<file path="src/rtl/core/stpseq_pkg.sv">
// Package for the stepper phase sequencer: command codes, register map,
// coil sequence tables and the iteration-count reciprocal constants.
// No dependencies.
package stpseq_pkg;

	typedef enum logic [1:0] {
		CMD_TICK  = 2'd0,
		CMD_START = 2'd1,
		CMD_STOP  = 2'd2,
		CMD_NOP   = 2'd3
	} cmd_t;

	localparam logic [3:0]  COILS_RELEASED   = 4'hF;
	localparam logic [15:0] PHASE_TICKS_RST  = 16'd20;
	localparam logic [15:0] ITER_MAX         = 16'hFFFF;
	localparam logic [15:0] HOLD_MAX         = 16'hFFFF;
	localparam logic        REG_PHASE_TICKS  = 1'b0;

	// floor(x / 45) = (x * RECIP_45) >> RECIP_SHIFT for every x below 2^23.
	localparam int          RECIP_SHIFT      = 29;
	localparam logic [23:0] RECIP_45         = 24'd11930465;
	localparam int          QUOT_W           = 17;

	localparam logic [2:0]  LAST_FULL        = 3'd3;
	localparam logic [2:0]  LAST_HALF        = 3'd7;

	typedef logic [3:0] coils_t;

	function automatic coils_t pattern_for(input logic half, input logic ccw,
			input logic [2:0] idx);
		coils_t full_cw [4];
		coils_t full_ccw [4];
		coils_t half_cw [8];
		coils_t half_ccw [8];
		coils_t res;
		full_cw  = '{4'hE, 4'hD, 4'hB, 4'h7};
		full_ccw = '{4'h7, 4'hB, 4'hD, 4'hE};
		half_cw  = '{4'hE, 4'hC, 4'hD, 4'h9, 4'hB, 4'h3, 4'h7, 4'h6};
		half_ccw = '{4'h6, 4'h7, 4'h3, 4'hB, 4'h9, 4'hD, 4'hC, 4'hE};
		if (half) begin
			res = ccw ? half_ccw[idx] : half_cw[idx];
		end else begin
			res = ccw ? full_ccw[idx[1:0]] : full_cw[idx[1:0]];
		end
		return res;
	endfunction

endpackage

</file>
<file path="src/rtl/core/stepper_phase_sequencer_top.sv">
// Stepper phase sequencer top level: input stage, sequencer state, output word.
// Depends on stpseq_pkg.
//
// An accepted word is held in stage 1, then its result in the output register.
// Throughput: one word per cycle when output is free; set by the one state update per word.
// Reset (arst_n low): coils released (1111), no move, phase_ticks back to 20,
// both pipeline stages empty.
module stepper_phase_sequencer_top
	import stpseq_pkg::*;
(
	input  logic        clk,
	input  logic        arst_n,
	// APB configuration port
	input  logic        psel,
	input  logic        penable,
	input  logic        pwrite,
	input  logic [2:0]  paddr,
	input  logic [31:0] pwdata,
	output logic [31:0] prdata,
	output logic        pready,
	// input stream
	input  logic        s_axis_tvalid,
	output logic        s_axis_tready,
	input  logic [23:0] s_axis_tdata,   // half_step, counter_clockwise, degrees[15:0], zero pad
	input  logic [1:0]  s_axis_tuser,   // cmd
	// result stream
	output logic        m_axis_tvalid,
	input  logic        m_axis_tready,
	output logic [7:0]  m_axis_tdata    // coils[3:0], busy_res, done_res, zero pad
);

	logic [15:0] phase_ticks_q;

	logic               valid_s1;
	cmd_t               cmd_s1;
	logic               half_s1;
	logic               ccw_s1;
	logic [QUOT_W-1:0]  quot_s1;

	logic [15:0] iter_left_q;
	logic [2:0]  phase_idx_q;
	logic [15:0] hold_q;
	logic        mode_half_q;
	logic        dir_ccw_q;
	coils_t      coil_q;
	logic        moving_q;

	logic        out_valid_q;
	logic [7:0]  out_data_q;

	logic        out_free;
	logic        advance;
	logic        accept;
	logic [21:0] angle_scaled;
	logic [45:0] product;

	logic [15:0] iter_left_d;
	logic [2:0]  phase_idx_d;
	logic [15:0] hold_d;
	logic        mode_half_d;
	logic        dir_ccw_d;
	coils_t      coil_d;
	logic        moving_d;
	logic        done_d;
	logic [15:0] iters_new;
	logic [15:0] hold_inc;
	logic [2:0]  last_idx;

	assign pready = 1'b1;
	assign prdata = (paddr[2] == REG_PHASE_TICKS) ? {16'd0, phase_ticks_q} : 32'd0;

	always_ff @(posedge clk or negedge arst_n) begin
		if (!arst_n) begin
			phase_ticks_q <= PHASE_TICKS_RST;
		end else if (psel && penable && pwrite && pready && paddr[2] == REG_PHASE_TICKS) begin
			phase_ticks_q <= pwdata[15:0];
		end
	end

	assign out_free      = !out_valid_q || m_axis_tready;
	assign advance       = valid_s1 && out_free;
	assign s_axis_tready = !valid_s1 || out_free;
	assign accept        = s_axis_tvalid && s_axis_tready;

	assign angle_scaled = s_axis_tdata[0] ? {1'b0, s_axis_tdata[17:2], 5'd0}
	                                      : {s_axis_tdata[17:2], 6'd0};
	assign product      = {24'd0, angle_scaled} * {22'd0, RECIP_45};

	always_ff @(posedge clk or negedge arst_n) begin
		if (!arst_n) begin
			valid_s1 <= 1'b0;
		end else if (accept) begin
			valid_s1 <= 1'b1;
		end else if (advance) begin
			valid_s1 <= 1'b0;
		end
	end

	always_ff @(posedge clk) begin
		if (accept) begin
			cmd_s1  <= cmd_t'(s_axis_tuser);
			half_s1 <= s_axis_tdata[0];
			ccw_s1  <= s_axis_tdata[1];
			quot_s1 <= product[RECIP_SHIFT +: QUOT_W];
		end
	end

	always_comb begin
		iter_left_d = iter_left_q;
		phase_idx_d = phase_idx_q;
		hold_d      = hold_q;
		mode_half_d = mode_half_q;
		dir_ccw_d   = dir_ccw_q;
		coil_d      = coil_q;
		moving_d    = moving_q;
		done_d      = 1'b0;
		iters_new   = quot_s1[QUOT_W-1] ? ITER_MAX : quot_s1[15:0];
		hold_inc    = (hold_q != HOLD_MAX) ? hold_q + 16'd1 : hold_q;
		last_idx    = mode_half_q ? LAST_HALF : LAST_FULL;
		case (cmd_s1)
			CMD_START: begin
				mode_half_d = half_s1;
				dir_ccw_d   = ccw_s1;
				phase_idx_d = 3'd0;
				hold_d      = 16'd0;
				iter_left_d = iters_new;
				if (iters_new == 16'd0) begin
					moving_d = 1'b0;
					done_d   = 1'b1;
				end else begin
					moving_d = 1'b1;
					coil_d   = pattern_for(half_s1, ccw_s1, 3'd0);
				end
			end
			CMD_STOP: begin
				coil_d      = COILS_RELEASED;
				moving_d    = 1'b0;
				iter_left_d = 16'd0;
				phase_idx_d = 3'd0;
				hold_d      = 16'd0;
			end
			CMD_TICK: begin
				if (moving_q) begin
					hold_d = hold_inc;
					if (hold_inc >= phase_ticks_q) begin
						hold_d = 16'd0;
						if (phase_idx_q >= last_idx) begin
							phase_idx_d = 3'd0;
							if (iter_left_q <= 16'd1) begin
								iter_left_d = 16'd0;
								moving_d    = 1'b0;
								done_d      = 1'b1;
							end else begin
								iter_left_d = iter_left_q - 16'd1;
							end
						end else begin
							phase_idx_d = phase_idx_q + 3'd1;
						end
						if (moving_d) begin
							coil_d = pattern_for(mode_half_q, dir_ccw_q, phase_idx_d);
						end
					end
				end
			end
			default: begin
			end
		endcase
	end

	always_ff @(posedge clk or negedge arst_n) begin
		if (!arst_n) begin
			iter_left_q <= 16'd0;
			phase_idx_q <= 3'd0;
			hold_q      <= 16'd0;
			mode_half_q <= 1'b0;
			dir_ccw_q   <= 1'b0;
			coil_q      <= COILS_RELEASED;
			moving_q    <= 1'b0;
		end else if (advance) begin
			iter_left_q <= iter_left_d;
			phase_idx_q <= phase_idx_d;
			hold_q      <= hold_d;
			mode_half_q <= mode_half_d;
			dir_ccw_q   <= dir_ccw_d;
			coil_q      <= coil_d;
			moving_q    <= moving_d;
		end
	end

	always_ff @(posedge clk or negedge arst_n) begin
		if (!arst_n) begin
			out_valid_q <= 1'b0;
		end else if (advance) begin
			out_valid_q <= 1'b1;
		end else if (m_axis_tready) begin
			out_valid_q <= 1'b0;
		end
	end

	always_ff @(posedge clk) begin
		if (advance) begin
			out_data_q <= {2'b00, done_d, moving_d, coil_d};
		end
	end

	assign m_axis_tvalid = out_valid_q;
	assign m_axis_tdata  = out_data_q;

	// A completing word never reports the move as still running.
	a_done_not_busy: assert property (@(posedge clk) disable iff (!arst_n)
		m_axis_tvalid && m_axis_tdata[5] |-> !m_axis_tdata[4])
		else $error("done and busy set together");

	// While a move runs some coil is always energised.
	a_moving_drives: assert property (@(posedge clk) disable iff (!arst_n)
		moving_q |-> coil_q != COILS_RELEASED)
		else $error("coils released during a move");

	// An idle sequencer has no iterations outstanding.
	a_idle_no_iters: assert property (@(posedge clk) disable iff (!arst_n)
		!moving_q |-> iter_left_q == 16'd0)
		else $error("iterations left while idle");

	// Full-step moves stay within the four-phase sequence.
	a_full_idx: assert property (@(posedge clk) disable iff (!arst_n)
		moving_q && !mode_half_q |-> phase_idx_q <= LAST_FULL)
		else $error("full-step phase index out of range");

	// The stage register only empties or moves on when the output can take it.
	a_s1_hold: assert property (@(posedge clk) disable iff (!arst_n)
		valid_s1 && !out_free |=> valid_s1)
		else $error("stage word lost while output stalled");

endmodule

</file>
<file path="config.mk">
export PLATFORM = sky130hd
export DESIGN_NAME = stepper_phase_sequencer_top
export DESIGN_NICKNAME = d
export VERILOG_FILES = /design/src/rtl/core/stpseq_pkg.sv /design/src/rtl/core/stepper_phase_sequencer_top.sv
export SDC_FILE = /design/constraint.sdc
export NUM_CORES = 1
export LEC_CHECK = 0
export ABC_AREA = 1
export BUFFER_PORTS_ARGS = -buffer_cell sky130_fd_sc_hd__buf_2
export CELL_PAD_IN_SITES_DETAIL_PLACEMENT = 1
export CELL_PAD_IN_SITES_GLOBAL_PLACEMENT = 1
export CORE_MARGIN = 4
export CORE_UTILIZATION = 35
export DETAILED_ROUTE_END_ITERATION = 10
export PLACE_DENSITY_LB_ADDON = 0.1
export SLEW_MARGIN = 10
export SYNTH_ARGS = -nofsm -noshare
export SYNTH_HDL_FRONTEND = slang
export SYNTH_SLANG_ARGS = --single-unit
</file>
<file path="constraint.sdc">
create_clock -name clk -period 2.91 [get_ports clk]
set_input_delay 0.1455 -clock clk [delete_from_list [all_inputs] [get_ports clk]]
set_output_delay 0.1455 -clock clk [all_outputs]
set_load 0.02 [all_outputs]
</file>
==> impl_results.md <==
* CTS clk-pin slew, worst paths at approximately 0.060 ns
* Yosys reg bits at slightly below 90
* Yosys top cell by area: ha_1
* Fin crit share at 171.5%
* CTS buffer count at 9
* Clk sinks at 87
* Failing checks: negative setup slack
* Nature of the critical path endpoint: flip-flop
* Crit path DAT at 5.09 ns
* Hold EP: valid_s1
* Final Critical Period at 4.990 ns
* Final GP Congestion at roughly 0.88
* DRC at 0
* Dpl cell area at between 10000 and 15000 µm²
* Worst Setup Slack, final at -2.080 ns
* Grt total ovfl at 0
* M2 GR Usage at a little over two fifths
* Die area at roughly 35000 µm²
* Initial antenna violation count at 0
* Syn Inst Count at roughly 1400
* Gr busiest metal: met2
* Yosys cell types at 54
* Initial DRT Pass Iterations at 4
* Initial Util at a little over a third
* R2R Path Start: hold_q[8]
* Routed vias at roughly 11000
* Root Driver: clkbuf_16
* Die Ht at approximately 190 µm
* Crit path launch type: input pin
* Core Box Area at about 32000 µm²
* Post-route cell area at about 17000 µm²
* Predominant post-synthesis flop cell: dfrtp_1
* Vias in the first global route at approximately 12000
* Hold Crit Depth at 3
* Ys async rst share at between 60% and 70%
* Clk buf depth at 2
* DP Worst Slack at -2.686 ns
* Final setup vio count at 63
* WP data required at between 3 and 4 ns
* Die extent in x at 188.3 µm
* Mapped Avg Cell Area at around 8 µm²
* GR Util met3 at 1.519%
* Worst Max-Slew Pin Slew at roughly 0.84 ns
* Reg2Reg Capture Point: hold_q[14]
* Max_cap viols at 0
* Slew headroom at 43.75%
* Area growth from synthesis to layout at 51.00%
* Nets at between 2000 and 2500
* Post-synth top area share at around a fifth
* Detailed Route WL at about 40 mm
* I/O pins at 111
* Critical path peak fanout at 7
* Pins Over Slew Limit at 0
* Skew final at 0.008186 ns
* Setup TNS at -53.09 ns
* Worst min path class: input pin to flip-flop
* Clock Latency Late Sink at 0.35 ns
* Outcome: finished with violations
* Via density per instance at 4.832
* YS warnings at 0
* Most frequent cells in the layout: buf_4 (263), inv_1 (233), nand2_1 (176)
* Total GRT Usage at a little over a fifth
* RSZ-0062 raised after global routing: true
* Post-synthesis sequential area ratio at between 20% and 30%
* EDFF count, synth at 27
* Share of layout cells above drive strength 1 at around 43%
* Most common cell after layout, fill and taps aside: buf_4
* Port Buffer Count at 67
* Area of the mapped netlist at between 10000 and 15000 µm²
* Diode count at 0
* Min-delay src: s_axis_tvalid
* Largest net degree at the start of global routing at 34
* Setup CP Type: input pin to flip-flop
* CTS H-tree lvls at 3
* First-pass GRT wire length at 61.85 mm
* WL per Instance at approximately 18 µm
* Top post-synthesis cells by area: ha_1 (21%), fa_1 (15%), dfrtp_1 (12%)
* R2R Setup Slk at -0.55 ns
* Max Freq at ~200 MHz
* Antenna Violating Nets Remaining at 0
* Post-detail-place hpwl at 31.54 mm
* Cell Rows at 65
* Drt initial violations at around 340
* Final hold viol count at 0
* CTS tree: yes
* Worst Reg2Reg Path Length in Cells at 18
* Met1 GRT Util at 24.93%
layout make-up:
cell class / count / area [µm²]
Timing Repair Buffer: 369 / 2815
Clock inverter: 2 / 35.03
Clock buffer: 14 / 295.3
Tap cell: 435 / 544.3
Fill cell: 3656 / 14630
Inverter: 282 / 1105
Timing Repair inverter: 4 / 56.30
Sequential cell: 87 / 2320
Multi-Input combinational cell: 1036 / 10000
repair_timing:
action                                 in CTS  in global routing
gates cloned                                4                  1
pin swaps                                 102                102
gates resized for setup                   286                149
setup endpoints to repair                  63                 63
setup buffers                              33                 33
hold buffers                                4                  0
endpoints found under the hold margin      34                  0
worst max-delay path, cell delays in order:
cell and delay (ns):
buf_12 0.13, buf_8 0.13, o21ai_4 0.24, ha_4 0.26
fa_1 0.49, fa_2 0.58, fa_1 0.43, fa_1 0.51
inv_2 0.04, fa_1 0.51, inv_2 0.05, ha_4 0.24
ha_4 0.24, a21oi_4 0.19, buf_4 0.15, o21ai_2 0.07
a21oi_2 0.18, o21ai_1 0.10, a21oi_1 0.14, o21ai_1 0.10
xor2_1 0.14
sequential cells by signal, indices dropped and copies added, names as in the netlist:
name,count
ccw_s1,1
cmd_s1,2
coil_q,4
dir_ccw_q,1
half_s1,1
hold_q,16
iter_left_q,16
m_axis_tdata,6
m_axis_tvalid,1
mode_half_q,1
moving_q,1
phase_idx_q,3
phase_ticks_q,16
quot_s1,17
valid_s1,1
cells by family after synthesis:
logic type,synth area share (%)
buffers and inverters,11.28
AOI/OAI and AO/OA,10.28
other,0.06603
and+or+nand+nor,18.62
DFF,20.40
adders and majority gates,36.55
xor gates and xnor gates,2.816
how the worst max path moves through the flow:
stage | start | endpoint | slack (ns) | depth (start not counted)
6_report | s_axis_tdata[0] | quot_s1[11] | -2.08 | 21
5_1_grt | s_axis_tdata[0] | quot_s1[11] | -2.24 | 21
4_1_cts | s_axis_tdata[0] | quot_s1[5] | -1.97 | 25
3_5_place_dp | s_axis_tdata[0] | quot_s1[7] | -2.69 | 26
3_3_place_gp | s_axis_tdata[0] | quot_s1[14] | -2.64 | 23
2_1_floorplan | s_axis_tdata[0] | quot_s1[13] | -2.12 | 22
layer usage:
metal / part of all wire (%) / up-vias
met5: 0 / -
met4: 4.5 / 0
met3: 1.1 / 65
met2: 55 / 117
met1: 40 / 5315
li1: - / 5273
synth_stat cells (2+ instances only):
| cell | n |
|---|---|
| nor2_2 | 3 |
| o22ai_1 | 6 |
| xor2_1 | 24 |
| dfstp_2 | 6 |
| edfxtp_1 | 27 |
| nand3_2 | 2 |
| a21boi_1 | 4 |
| nor2_1 | 121 |
| a21o_1 | 4 |
| o31ai_1 | 2 |
| o21ai_0 | 94 |
| o21bai_1 | 5 |
| ha_1 | 193 |
| fa_1 | 87 |
| buf_4 | 23 |
| a21oi_1 | 64 |
| a221oi_1 | 2 |
| dfrtp_1 | 54 |
| nand3b_1 | 2 |
| nand3_1 | 48 |
| inv_1 | 273 |
| clkbuf_1 | 12 |
| o211ai_1 | 4 |
| inv_2 | 7 |
| nand2_1 | 259 |
| a211oi_1 | 2 |
| nand4_1 | 14 |
| xor2_2 | 3 |
| nor4_1 | 8 |
| o21ai_1 | 10 |
| nand2_2 | 9 |
| nand3_4 | 2 |
| nor3_1 | 13 |
| xnor2_1 | 7 |
| nor2_4 | 2 |
| o21a_1 | 6 |
| or2_2 | 4 |
| conb_1 | 2 |
metrics by stage:
stage	std cells	hold WS [ns]	utilization, %
global route	2229	0.03253	54.01
detailed placement	2139	0.2980	45.36
global placement	2139	0.2973	45.36
finish	2229	0.01111	54.01
CTS	2196	0.001243	51.03
floorplan	1441	-0.1501	-
Power is not shown: default switching activity piles up to over one toggle a cycle in this logic, so the estimate is an artifact.
